<file path="src/design/awd_pkg.sv">
// Package for the waveshaper distortion block: widths, register indexes,
// shaper codes, configuration struct and an elaboration-time divider.
// No dependencies.
package awd_pkg;

    localparam int SAMPLE_BITS = 16;
    localparam int FRAC_BITS = SAMPLE_BITS - 1;
    localparam int CURVE_TABLE_DEPTH_DEF = 256;
    // drive product (Q.15 * Q8.8 = Q.23) to Q.30
    localparam int X_SHIFT = 30 - FRAC_BITS - 8;

    localparam logic [63:0] ONE_Q30 = 64'h4000_0000;
    localparam logic [31:0] TWO_THIRDS_Q30 = 32'd715827883;
    localparam logic [63:0] TWO_OVER_PI_Q30 = 64'd683565276;
    localparam int TANH_RLOG2 = 3;
    localparam int ATAN_RLOG2 = 5;

    localparam logic [1:0] REG_SHAPER_MODE = 2'd0;
    localparam logic [1:0] REG_DRIVE_GAIN = 2'd1;
    localparam logic [1:0] REG_OUTPUT_GAIN = 2'd2;
    localparam logic [1:0] REG_WET_MIX = 2'd3;

    localparam logic [2:0] MODE_SOFT = 3'd0;
    localparam logic [2:0] MODE_HARD = 3'd1;
    localparam logic [2:0] MODE_TANH = 3'd2;
    localparam logic [2:0] MODE_ATAN = 3'd3;
    localparam logic [2:0] MODE_FOLD = 3'd4;

    localparam logic [2:0] MODE_RST = MODE_SOFT;
    localparam logic [15:0] DRIVE_RST = 16'd256;
    localparam logic [15:0] OGAIN_RST = 16'd16384;
    localparam logic [16:0] MIX_RST = 17'h10000;

    typedef struct packed {
        logic [2:0]  mode;
        logic [15:0] drive;
        logic [15:0] out_gain;
        logic [16:0] mix;
    } awd_cfg_t;

    // Restoring divider, used only to build constant tables.
    function automatic logic [63:0] udiv(input logic [63:0] n, input logic [63:0] d);
        logic [64:0] rem;
        logic [63:0] q;
        rem = '0;
        q = '0;
        for (int i = 63; i >= 0; i--)
        begin
            rem = {rem[63:0], n[i]};
            if (rem >= {1'b0, d})
            begin
                rem = rem - {1'b0, d};
                q[i] = 1'b1;
            end
        end
        return q;
    endfunction

endpackage

</file>
<file path="src/design/awd_mix.sv">
// Mix stages: dry/wet crossfade, output gain, rounding and saturation.
// Three register stages, the last is the output register. Depends on awd_pkg.
module awd_mix (
    input  logic                                  clk,
    input  logic                                  en,
    input  awd_pkg::awd_cfg_t                     cfg,
    input  logic signed [awd_pkg::SAMPLE_BITS-1:0] dry,
    input  logic signed [16:0]                    wet,
    output logic signed [awd_pkg::SAMPLE_BITS-1:0] sample_out
);
    logic [16:0] mixc;
    logic [16:0] dw;
    logic signed [33:0] acc_next;
    logic signed [33:0] f_acc_reg;
    logic signed [50:0] prod_next;
    logic signed [50:0] g_prod_reg;
    logic [50:0] pm;
    logic [50:0] psum;
    logic [19:0] r;
    logic [15:0] res_next;
    logic signed [15:0] h_res_reg;

    always_comb
    begin
        mixc = (cfg.mix > 17'h10000) ? 17'h10000 : cfg.mix;
        dw = 17'h10000 - mixc;
        acc_next = 34'(dry) * 34'($signed({1'b0, dw}))
                 + 34'(wet) * 34'($signed({1'b0, mixc}));
        prod_next = 51'(f_acc_reg) * 51'($signed({1'b0, cfg.out_gain}));
        pm = g_prod_reg[50] ? 51'(-g_prod_reg) : 51'(g_prod_reg);
        psum = pm + 51'h4000_0000;
        r = psum[50:31];
        if (g_prod_reg[50])
        begin
            res_next = (r > 20'h08000) ? 16'h8000 : 16'(-r);
        end
        else
        begin
            res_next = (r > 20'h07FFF) ? 16'h7FFF : r[15:0];
        end
    end

    always_ff @(posedge clk)
    begin
        if (en)
        begin
            f_acc_reg <= acc_next;
            g_prod_reg <= prod_next;
            h_res_reg <= $signed(res_next);
        end
    end

    assign sample_out = h_res_reg;
endmodule

</file>
<file path="config.mk">
export PLATFORM = sky130hd
export DESIGN_NAME = awd_mix
export DESIGN_NICKNAME = d
export VERILOG_FILES = /design/src/design/awd_pkg.sv /design/src/design/awd_mix.sv
export SDC_FILE = /design/constraint.sdc
export NUM_CORES = 2
export LEC_CHECK = 0
export ABC_AREA = 1
export BUFFER_PORTS_ARGS = -buffer_cell sky130_fd_sc_hd__clkbuf_2
export CORE_MARGIN = 4
export CORE_UTILIZATION = 43
export DETAILED_ROUTE_END_ITERATION = 12
export SLEW_MARGIN = 25
export SYNTH_ARGS = -nofsm -noshare
export SYNTH_HDL_FRONTEND = slang
export SYNTH_SLANG_ARGS = --single-unit
export TNS_END_PERCENT = 20
</file>
<file path="constraint.sdc">
create_clock -name clk -period 15.66 [get_ports clk]
set_input_delay 3.132 -clock clk [delete_from_list [all_inputs] [get_ports clk]]
set_output_delay 3.132 -clock clk [all_outputs]
set_load 0.02 [all_outputs]
</file>
==> summary.txt <==
Run status
  • Status: finished, final reports clean

Routing
  • Wire per inst: 17.36 um
  • ANT nets after route: 0
  • First DRT Iteration DRCs: 2125
  • Via/cell ratio: 4.942
  • Via count: 33042
  • Drt pass-1 iters: 6
  • DRC violations left: 0
  • WL final: 116100 um

Clocking
  • TritonCTS Buffers: 9
  • Clock root buffer: clkbuf_16
  • Setup Buffers After CTS: 0
  • H-tree Lvls: 3
  • Clock Sinks: slightly above 100
  • Hold_buf cts: 0
  • TritonCTS clock tree: yes
  • Clk Latency, worst-skew pair: 390 ps
  • CTS clk-pin slew, worst paths: 90 ps
  • Clk buf depth: 2
  • # resized after CTS: 0

Floorplan
  • I/O pin cnt: 103
  • Vert. Die Dim: 327.6 um
  • Row count: between 100 and 150
  • Die area: 107300 sq um
  • Core area: between 100000 and 150000 sq um
  • Die W: 327.6 um
  • Initial Utilization: 43.62%

Final layout
  • Multi-input gate area: 34150 sq um
  • Commonest non-fill, non-tap cell in the layout: inv_1
  • Most frequent cells in the layout: inv_1 (1556), nand2_1 (1105), fa_1 (1012)
  • Reg area: 3033 sq um
  • # fillers: 10137
  • P&R area growth vs syn: 4.121%
  • Flip-flop count of the largest register after layout: around 50
  • Ratio of cells with drive above 1 in the final layout: about 4.2%
  • Layout Nets: 6750

Timing
  • Final Critical Period: 13520 ps
  • Fin. Hold Viols: 0
  • Final Max Tran Viols: 0
  • Final setup violation count: 0
  • Least-Margin Pin Slew: 1149 ps
  • Fmax: roughly 0.074 GHz
  • RSZ-0062 raised after global routing: no
  • Fin crit share: 86.32%
  • Sum Neg Setup Slack: 0 ps
  • Worst Skew: roughly 14 ps
  • Worst rel slew slack: 23.35%

GRT
  • GRT Resource Usage Total: 22.36%
  • Antenna violations before repair: 7
  • Pin count of the biggest net entering global routing: 77
  • Vias in the first global route: 35713
  • First-pass GRT wire length: 190200 um
  • Gr ovfl total: 0

Setup path
  • Reg-to-Reg Start: f_acc_reg[30]
  • Reg-to-reg critical path endpoint: g_prod_reg[45]
  • Critical Path AT: around 14000 ps
  • Worst Path Required: between 15000 and 20000 ps
  • CP endpoint kind: flip-flop
  • Worst-path maximum fanout: 20
  • Worst setup SP type: input pin
  • Reg2reg setup slack: 8670 ps
  • Worst r2r path cells: 20
  • Critical path's largest stage delay: 640 ps
  • Crit path max-delay cell type: a31oi_2
  • Crit Path Class: in2reg

Placed design
  • Detailed placement HPWL: between 90000 and 100000 um
  • Gpl congestion: 0.9300
  • # port buffers: 83

Min path
  • Hold endpoint: sample_out[5]
  • Hold Crit Class: reg2reg
  • Min-delay src: g_prod_reg[36]
  • Hold Crit Depth: 6

Synth
  • Syn_area_per_cell: 8.119 sq um
  • Cells after Synth: 5411
  • Synth area leader: fa_1
  • Ranking of synthesized cells by area: fa_1 (46%), inv_1 (13%), ha_1 (9.5%), nand2_1 (9.4%), edfxtp_1 (6.9%)
  • Synth Net Count: about 6800
  • Synth top area share: 46.12%
  • EDFF count, synth: 101
  • Top_reg_cell synth: edfxtp_1
  • Post-synth ARST share: 0%
  • Cell Area, Synth: 43930 sq um
  • Sequential area share after synthesis: 6.904%
  • Synth warn: 0
  • Flops & latches, synth: roughly 100
  • Yosys cell types: 50

Run
  • Max-cap check violation count: 0
[kinds of logic after synthesis]
family                   synth area share (%)
XOR/XNOR                                2.127
flip-flops                              6.904
AO/OA/AOI/OAI                           2.976
AND/OR/NAND/NOR                         17.04
adder cells (fa/ha/maj)                 55.57
buffers and inverters                   15.38
[per-layer routing]
metal	vias up	GRT usage, %	wire length [um]	part of all wire (%)
met5	-	0	12	0.010
met4	2	6.195	3573	3.1
met3	178	2.480	6330	5.5
met2	944	39.34	56730	49
met1	16689	29.33	49450	43
li1	15229	-	-	-
[area by class of cell]
| class | count | share of cell area [%] |
|---|---|---|
| multi-input cells | 3520 | 74.65 |
| inverters | 1578 | 12.95 |
| flip-flops and latches | 101 | 6.630 |
| well taps | 1357 | 3.712 |
| repair buffers | 109 | 1.340 |
| clock buffers | 9 | 0.4924 |
| clock inverters | 7 | 0.1969 |
| diodes | 5 | 0.02735 |
[stage by stage]
stage                     setup slack, ps  cells  cell area (sq um)  util [%]  hold slack [ps]
final                                2143   6686              45740     45.41             1033
after global routing                 1509   6682              45730     45.40             1087
after CTS                            2266   6681              45730     45.40             1020
after detailed placement             1833   6665              45410     45.09            999.9
after global placement               1925   6665              45410     45.09            966.4
after floorplan                      3873   5411              43930         -            708.2
[how the worst max path moves through the flow]
stage	from	end	slack, ps	cells past startpoint
CTS	cfg[16]	f_acc_reg[31]	2270	39
global placement	cfg[16]	f_acc_reg[33]	1930	40
global route	cfg[16]	f_acc_reg[33]	1510	42
finish	cfg[16]	f_acc_reg[33]	2140	40
detailed placement	cfg[16]	f_acc_reg[33]	1830	40
floorplan	cfg[6]	f_acc_reg[33]	3870	43
[Yosys cell counts, drive strengths merged (3+ instances only)]
master     n
o211ai     8
nand4     36
edfxtp   101
a21o       9
or2        3
nand2   1141
o21a      10
nand3b     6
ha       332
o21ai     71
clkbuf   195
nand3     89
nor3      14
a21oi     97
buf       17
nor2     540
nor4       8
xnor2     43
clkinv     3
xor2      62
o221ai     4
fa      1012
a31oi     21
inv     1575
[worst max-delay path: cells and delay by family]
| family | cells | cell delay, ps |
|---|---|---|
| buf+inv | 10 | 1950 |
| xor+xnor | 1 | 140 |
| simple gates | 12 | 1990 |
| compound gates | 7 | 1840 |
| fa+ha+maj | 10 | 4610 |
Power is not shown: default switching activity piles up to over one toggle a cycle in this logic, so the estimate is an artifact.
