--- src/design/awd_pkg.sv ---
// Package for the waveshaper distortion block: widths, register indexes,
// shaper codes, configuration struct and an elaboration-time divider.
// No dependencies.
package awd_pkg;

    localparam int SAMPLE_BITS = 16;
    localparam int FRAC_BITS = SAMPLE_BITS - 1;
    localparam int CURVE_TABLE_DEPTH_DEF = 256;
    // drive product (Q.15 * Q8.8 = Q.23) to Q.30
    localparam int X_SHIFT = 30 - FRAC_BITS - 8;

    localparam logic [63:0] ONE_Q30 = 64'h4000_0000;
    localparam logic [31:0] TWO_THIRDS_Q30 = 32'd715827883;
    localparam logic [63:0] TWO_OVER_PI_Q30 = 64'd683565276;
    localparam int TANH_RLOG2 = 3;
    localparam int ATAN_RLOG2 = 5;

    localparam logic [1:0] REG_SHAPER_MODE = 2'd0;
    localparam logic [1:0] REG_DRIVE_GAIN = 2'd1;
    localparam logic [1:0] REG_OUTPUT_GAIN = 2'd2;
    localparam logic [1:0] REG_WET_MIX = 2'd3;

    localparam logic [2:0] MODE_SOFT = 3'd0;
    localparam logic [2:0] MODE_HARD = 3'd1;
    localparam logic [2:0] MODE_TANH = 3'd2;
    localparam logic [2:0] MODE_ATAN = 3'd3;
    localparam logic [2:0] MODE_FOLD = 3'd4;

    localparam logic [2:0] MODE_RST = MODE_SOFT;
    localparam logic [15:0] DRIVE_RST = 16'd256;
    localparam logic [15:0] OGAIN_RST = 16'd16384;
    localparam logic [16:0] MIX_RST = 17'h10000;

    typedef struct packed {
        logic [2:0]  mode;
        logic [15:0] drive;
        logic [15:0] out_gain;
        logic [16:0] mix;
    } awd_cfg_t;

    // Restoring divider, used only to build constant tables.
    function automatic logic [63:0] udiv(input logic [63:0] n, input logic [63:0] d);
        logic [64:0] rem;
        logic [63:0] q;
        rem = '0;
        q = '0;
        for (int i = 63; i >= 0; i--)
        begin
            rem = {rem[63:0], n[i]};
            if (rem >= {1'b0, d})
            begin
                rem = rem - {1'b0, d};
                q[i] = 1'b1;
            end
        end
        return q;
    endfunction

endpackage

--- src/design/awd_drive.sv ---
// Drive stage: sign/magnitude split and drive gain multiply.
// Depends on awd_pkg.
module awd_drive (
    input  logic                                  clk,
    input  logic                                  en,
    input  awd_pkg::awd_cfg_t                     cfg,
    input  logic signed [awd_pkg::SAMPLE_BITS-1:0] sample,
    output logic signed [awd_pkg::SAMPLE_BITS-1:0] dry,
    output logic                                  neg,
    output logic [31:0]                           full
);
    logic [15:0] mag;
    logic [15:0] drv;
    logic [31:0] full_next;
    logic signed [15:0] dry_reg;
    logic neg_reg;
    logic [31:0] full_reg;

    always_comb
    begin
        mag = sample[15] ? 16'(-sample) : 16'(sample);
        // drive never below unity
        drv = (cfg.drive < awd_pkg::DRIVE_RST) ? awd_pkg::DRIVE_RST : cfg.drive;
        full_next = {16'd0, mag} * {16'd0, drv};
    end

    always_ff @(posedge clk)
    begin
        if (en)
        begin
            dry_reg <= sample;
            neg_reg <= sample[15];
            full_reg <= full_next;
        end
    end

    assign dry = dry_reg;
    assign neg = neg_reg;
    assign full = full_reg;
endmodule

--- config.mk ---
export PLATFORM = sky130hd
export DESIGN_NAME = awd_drive
export DESIGN_NICKNAME = d
export VERILOG_FILES = /design/src/design/awd_pkg.sv /design/src/design/awd_drive.sv
export SDC_FILE = /design/constraint.sdc
export NUM_CORES = 1
export LEC_CHECK = 0
export BUFFER_PORTS_ARGS = -buffer_cell sky130_fd_sc_hd__buf_2
export CAP_MARGIN = 20
export CELL_PAD_IN_SITES_DETAIL_PLACEMENT = 0
export CELL_PAD_IN_SITES_GLOBAL_PLACEMENT = 1
export CORE_MARGIN = 3
export CORE_UTILIZATION = 30
export DETAILED_ROUTE_END_ITERATION = 6
export GPL_TIMING_DRIVEN = 0
export PLACE_DENSITY_LB_ADDON = 0.1
export SYNTH_ARGS = -nofsm -noshare
export SYNTH_HDL_FRONTEND = slang
export SYNTH_SLANG_ARGS = --single-unit
--- constraint.sdc ---
create_clock -name clk -period 16.6 [get_ports clk]
set_input_delay 1.66 -clock clk [delete_from_list [all_inputs] [get_ports clk]]
set_output_delay 1.66 -clock clk [all_outputs]
set_load 0.02 [all_outputs]
==> results_dict.tcl, run 1 <==
set metrics [dict create \
    drc 0 \
    gp_congestion 0.8469 \
    synthesis.nets 1516 \
    finalSetupViolations 0 \
    critical_path_arrival_ns 10.25 \
    hpwl_um 27430 \
    period_share 0.6144 \
    period_needed_ns 10.20 \
    drtAntennaViolNets 0 \
    area_delta_synth_final_pct 10.98 \
    cp_data_required_time_ns 16.65 \
    hold_class "in -> reg" \
    grt_max_degree 49 \
    gr-total-overflow 0 \
    final_cell_mix "inv_1, fa_1, nand2_1, ha_1, buf_2" \
    die-area_um2 37610 \
    outcome "complete, no violations" \
    routed_via_density 4.678 \
    drtPass1Iterations 4 \
    min_to "dry[3]" \
    clkSlewWorstSetupHoldPaths_ns 0.07 \
    post_cts_buffers 0 \
    ios 119 \
    async_flop_share 0 \
    worstHoldPathCells 1 \
    port_buffers 81 \
    antenna_found_initial 1 \
    hold_buffers 0 \
    hp-start "sample[3]" \
    final_hold_viol_count 0 \
    final_max_slew_viol_count 0 \
    rsz0062_at_grt "no" \
    worstSetupPathType "in -> reg" \
    crit_buf_inv 8 \
    antennaDiodeCount 0 \
    crit_slowest_cell "xor2_1" \
    synth_top_flop_cell "edfxtp_1" \
    initialDrtViolationCount 399 \
    ctsLongestPathBuffers 2 \
    die_w_um 193.9 \
    ys_types 60 \
    fp.dieH_um 193.9 \
    grt_util_all_layers 0.1773 \
    drive_gt1_frac 0.1056 \
    crit_fanout 10 \
    root_buffer "clkbuf_16" \
    coreArea_um2 34710 \
    numCtsBuffers 5 \
    start_util 0.3053 \
    drt_wl_total_um 32370 \
    wire_per_inst_um 19.10 \
    max-cap-violations 0 \
    netlist_area_um2 10600 \
    end_kind "flip-flop" \
    tightest_slew_ns 0.8634 \
    cpMostUsedCell "fa_1" \
    row_count 68 \
    largest_register_ffs 32 \
    cp_top_family "adder cells" \
    fmax_ghz 0.09805 \
    finalNetCount 1608 \
    relSlewSlack 0.4244 \
    clock-sinks 48 \
    finalSetupTns_ns 0 \
    cts-resized-gates 0 \
    synthCells 1147 \
    cpPeakStageDelay_ns 0.66 \
    cts-htree-levels 2 \
    start_kind "primary input" \
    ys_warn_count 0 \
    synth-edff-count 48 \
    syn_avg_cell_area_um2 9.238 \
    synth-seq-cells 48 \
    tritoncts "done" \
    ys_seq_area_frac 0.1360 \
    grt_pass1_wl_um 51310 \
    layout_commonest_cell "inv_1" \
    num_vias 7930 \
    first_global_vias 8727 \
]
==> per-stage QoR <==
step           cell area (um2)  hold WS, ns  utilization  setup slack (ns)  instances
5_1_grt                  11760        1.551       0.3388             5.863       1695
3_5_place_dp             11590        1.868       0.3340             6.101       1686
6_report                 11760        1.556       0.3388             6.401       1695
4_1_cts                  11740        1.548       0.3382             6.409       1694
2_1_floorplan            10600        1.759            -             8.413       1147
3_3_place_gp             11570        1.870       0.3333             6.063       1683
==> cell usage after synthesis, drive strengths merged (2+ instances only) <==
cell	count	area, um2
o21bai	4	30.03
o31ai	2	28.78
a21oi	32	163.9
o21a	3	22.52
xor2	19	166.4
nor2	63	236.5
a211oi	7	57.55
nor4	4	25.02
nand3	13	65.06
buf	11	72.56
ha	105	1314
edfxtp	48	1441
and3	8	50.05
a41oi	2	17.52
nor2b	25	156.4
fa	194	3884
o41ai	3	33.79
inv	230	863.3
a31oi	5	31.28
xnor2	26	235.2
nor3	6	40.04
nand2b	5	31.28
a21o	12	90.09
o21ai	20	100.1
o22ai	2	12.51
or3	2	17.52
nand2	176	685.7
o211ai	3	22.52
nand4	7	43.79
clkbuf	35	135.1
and2	58	362.9
==> logic make-up after synthesis <==
kind of cell / Yosys count / synth area share
multiplexers: 1 / 0.001063
AO/OA/AOI/OAI: 105 / 0.06683
adder cells (fa/ha/maj): 299 / 0.4905
AND/OR/NAND/NOR: 372 / 0.1663
buffers and inverters: 277 / 0.1014
flip-flops: 48 / 0.1360
XOR/XNOR: 45 / 0.03790
==> worst max path at each step <==
| stage | cells past startpoint | to | slack [ns] | startpoint |
|---|---|---|---|---|
| after detailed placement | 28 | full[22] | 6.10 | sample[0] |
| after global placement | 27 | full[22] | 6.06 | sample[0] |
| final | 27 | full[22] | 6.40 | sample[0] |
| after global routing | 26 | full[30] | 5.86 | sample[0] |
| after CTS | 28 | full[22] | 6.41 | sample[0] |
| after floorplan | 27 | full[18] | 8.41 | sample[0] |
==> final cells by class <==
class	count	area (um2)
multi-input combinational	822	8080
clock inverter	3	21.27
timing repair buffer	85	447.9
inverter	231	867.1
clock buffer	5	125.1
sequential	48	1441
tap	455	569.3
fill	3726	22950
buffer	46	207.7
==> metal layers <==
layer / vias to the layer above / track usage / wire length (um)
li1: 3727 / - / -
met1: 4038 / 0.2351 / 14440
met2: 133 / 0.3140 / 16300
met3: 30 / 0.02276 / 1013
met4: 2 / 0.03298 / 615
met5: - / 0 / 7
Power of run 1 is not shown: default switching activity piles up to over one toggle a cycle in this logic, so the estimate is an artifact.
==> run 2: changes to the inputs <==
- clock period: 16.6 -> 8.35 ns (I/O delays scaled with it)
==> run 2 against run 1 <==
Effect of this change: count of clock-buffer cells in the layout unchanged; non-clock buffer count up 1; sequential cell count unchanged; global-route usage about the same; via count up 0.49%; core utilization up 0.50 points; sequential share of layout area down 0.18 points; wire length up 0.34%; critical path type unchanged.
==> results_dict.tcl, run 2 (synthesis results as in run 1) <==
set metrics [dict create \
    outcome "complete, no violations" \
    gr-total-overflow 0 \
    final_hold_viol_count 0 \
    cp_data_required_time_ns 8.50 \
    relSlewSlack 0.4321 \
    die-area_um2 37610 \
    period_share 0.9516 \
    drtAntennaViolNets 0 \
    clkSlewWorstSetupHoldPaths_ns 0.07 \
    num_vias 7969 \
    multi_input_area_um2 8209 \
    crit_fanout 10 \
    hold_class "in -> reg" \
    largest_register_ffs 32 \
    tightest_slew_ns 0.8519 \
    hpwl_um 27430 \
    worstSetupPathType "in -> reg" \
    drt_wl_total_um 32480 \
    fmax_ghz 0.1259 \
    root_buffer "clkbuf_16" \
    ios 119 \
    antenna_found_initial 1 \
    finalWorstSetupSlack_ns 0.4040 \
    fin_util 0.3438 \
    final_cell_mix "inv_1, fa_1, nand2_1, ha_1, buf_2" \
    area_delta_synth_final_pct 12.61 \
    critical_path_arrival_ns 8.09 \
    antennaDiodeCount 0 \
    dp_cells 1686 \
    numCtsBuffers 5 \
    finalSetupViolations 0 \
    finalNetCount 1609 \
    ctsLongestPathBuffers 2 \
    cts-htree-levels 2 \
    drtPass1Iterations 4 \
    period_needed_ns 7.946 \
    coreArea_um2 34710 \
    tritoncts "done" \
    seqCellArea_um2 1441 \
    num-fill-cells 3725 \
    drc 0 \
    wire_per_inst_um 19.15 \
    grt_max_degree 49 \
    final_cells 1696 \
    clock-sinks 48 \
    hold_ws_ns 0.7297 \
    hold_buffers 0 \
    max-cap-violations 0 \
    fp.dieH_um 193.9 \
    die_w_um 193.9 \
    rsz0062_at_grt "no" \
    layout_commonest_cell "inv_1" \
    end_kind "flip-flop" \
    final_max_slew_viol_count 0 \
    gp_congestion 0.8469 \
    place_ws_ns -1.324 \
    routed_via_density 4.699 \
    start_kind "primary input" \
    drive_gt1_frac 0.1297 \
    first_global_vias 8743 \
    start_util 0.3053 \
    row_count 68 \
    initialDrtViolationCount 407 \
    grt_util_all_layers 0.1776 \
    port_buffers 81 \
    grt_pass1_wl_um 51420 \
]
==> run 2: metrics by stage <==
step                      area [um2]  TNS, ns
after global routing           11930        0
after global placement         11570   -21.85
final                          11930        0
after floorplan                10600        0
after detailed placement       11590   -20.80
after CTS                      11820        0
==> run 2: worst max-delay path, stage by stage <==
cell	delay, ns
buf_2	0.15
clkbuf_4	0.23
clkinv_2	0.15
ha_1	0.18
nand2b_1	0.12
o41ai_4	0.34
and2_2	0.30
nand2_1	0.16
xor2_4	0.22
buf_4	0.25
nand2_1	0.10
fa_1	0.53
fa_1	0.55
inv_1	0.05
fa_1	0.50
fa_1	0.46
fa_1	0.51
inv_1	0.05
fa_1	0.55
inv_1	0.06
ha_1	0.45
nand2_1	0.16
nor4_2	0.35
o221ai_2	0.26
a221o_1	0.40
a211oi_2	0.18
==> run 2: area by class of cell <==
cell class / count / share of cell area
multi-input cells: 822 / 0.6880
flip-flops and latches: 48 / 0.1208
inverters: 231 / 0.07277
well taps: 455 / 0.04771
repair buffers: 89 / 0.04005
plain buffers: 43 / 0.01845
clock buffers: 5 / 0.01049
clock inverters: 3 / 0.001783
==> run 2: layer usage <==
metal,vias up,track usage,wire (um)
met3,30,0.02137,1103
li1,3730,-,-
met2,138,0.3150,16440
met1,4069,0.2360,14310
met4,2,0.03298,618
met5,-,0,7
==> run 2: final timing paths <==
path / start / end / slack [ns] / depth (start not counted)
worst min-delay path: sample[3] / dry[3] / 0.73 / 1
worst max-delay path: sample[0] / full[30] / 0.40 / 26
==> run 2: repair_timing <==
| item | 4_1_cts | 5_1_grt |
|---|---|---|
| setup buffers | 0 | 4 |
| resized for setup | 18 | 33 |
| pin swaps | 0 | 1 |
| setup endpoints to repair | 20 | 18 |
Power of run 2 is left out for the same reason.
==> run 3: changes to the inputs <==
- RECOVER_POWER: not set -> 50
- clock period: 8.35 -> 8.12 ns (I/O delays scaled with it)
==> run 3 against run 2 <==
Effect of this change: the run now ends with capacitance limit, slew limit left; highest routed layer unchanged; wire length grew 0.44%; critical path depth is 1 higher; count of clock-buffer cells in the layout stayed put; non-clock buffer count is 3 higher; first-iteration DRC count fell by 5.7%.
==> results_dict.tcl, run 3 (synthesis results as in run 1) <==
set metrics [dict create \
    outcome "complete, but fails checks" \
    violations "capacitance limit, slew limit" \
    start_util 0.3053 \
    hpwl_um 27430 \
    final_hold_viol_count 0 \
    fin_area_um2 11990 \
    cp_data_required_time_ns 8.17 \
    port_buffers 81 \
    numCtsBuffers 5 \
    dp_cells 1686 \
    hold_class "in -> reg" \
    relSlewSlack -0.3988 \
    grt_max_degree 49 \
    rsz0062_at_grt "no" \
    root_buffer "clkbuf_16" \
    grt_util_all_layers 0.1776 \
    row_count 68 \
    hold_buffers 0 \
    finalNetCount 1612 \
    first_global_vias 8745 \
    period_share 0.9571 \
    postPlaceCellArea_um2 11590 \
    drt_wl_total_um 32620 \
    area_delta_synth_final_pct 13.18 \
    clock-sinks 48 \
    gr-total-overflow 0 \
    drtAntennaViolNets 0 \
    coreArea_um2 34710 \
    antenna_found_initial 1 \
    drtPass1Iterations 6 \
    largest_register_ffs 32 \
    antennaDiodeCount 0 \
    worstSetupPathType "in -> reg" \
    end_kind "flip-flop" \
    tritoncts "done" \
    crit_fanout 10 \
    cts-htree-levels 2 \
    finalSetupViolations 0 \
    drc 0 \
    fmax_ghz 0.1287 \
    tightest_slew_ns 2.098 \
    drive_gt1_frac 0.1246 \
    critical_path_arrival_ns 7.82 \
    clkSlewWorstSetupHoldPaths_ns 0.07 \
    die-area_um2 37610 \
    ios 119 \
    initialDrtViolationCount 384 \
    final_max_slew_viol_count 39 \
    layout_commonest_cell "inv_1" \
    die_w_um 193.9 \
    fin_util 0.3455 \
    fp.dieH_um 193.9 \
    finalSetupTns_ns 0 \
    num_vias 7971 \
    routed_via_density 4.692 \
    final_cells 1699 \
    max-cap-violations 1 \
    final_cell_mix "inv_1, fa_1, nand2_1, ha_1, buf_2" \
    period_needed_ns 7.771 \
    gp_congestion 0.8469 \
    wire_per_inst_um 19.20 \
    ctsLongestPathBuffers 2 \
    grt_pass1_wl_um 51430 \
    start_kind "primary input" \
]
==> run 3: final timing paths <==
kind                      start       end  slack (ns)  cells after the start
worst max-delay path  sample[0]  full[22]        0.35                     27
worst min-delay path  sample[3]    dry[3]        0.74                      1
==> run 3: layout make-up <==
class                      instances  area [um2]
clock inverter                     3       21.27
multi-input combinational        822        8279
inverter                         231       869.6
sequential                        48        1441
buffer                            43       224.0
fill                            3715       22720
timing repair buffer              92       462.9
tap                              455       569.3
clock buffer                       5       125.1
==> run 3: timing repair <==
| action | CTS | global route |
|---|---|---|
| setup endpoints to repair | 20 | 18 |
| pin swaps | 0 | 7 |
| gates resized for setup | 28 | 39 |
| setup buffers | 0 | 7 |
| hold endpoints to repair | 0 | 0 |
==> run 3: through the flow <==
step	hold WS [ns]	setup WS, ns
after CTS	0.7001	0.003224
after floorplan	0.9109	0.7808
after global placement	1.022	-1.569
after detailed placement	1.020	-1.531
final	0.7358	0.3487
after global routing	0.7476	0.005939
==> run 3: routing by layer <==
layer | part of all wire | routed length, um | GRT usage
met4 | 0.019 | 609 | 0.03298
met1 | 0.44 | 14290 | 0.2365
met5 | 0.00021 | 7 | 0
met2 | 0.50 | 16440 | 0.3147
met3 | 0.039 | 1271 | 0.02103
==> run 3: critical path, cell delays in order <==
cell and delay, ns:
buf_2 0.15, buf_4 0.21, inv_4 0.12, ha_1 0.17, nand2b_1 0.11, o41ai_4 0.41
and2_4 0.24, nand2_1 0.13, xor2_4 0.21, buf_4 0.25, nand2_1 0.10, fa_1 0.52
fa_1 0.52, fa_1 0.51, inv_1 0.05, fa_1 0.49, fa_1 0.49, inv_1 0.06
fa_1 0.60, inv_1 0.06, ha_1 0.40, and3_1 0.28, nand2_1 0.07, a21o_1 0.19
o21ai_1 0.33, a211oi_1 0.16, xnor2_1 0.15
Power of run 3 is left out for the same reason.
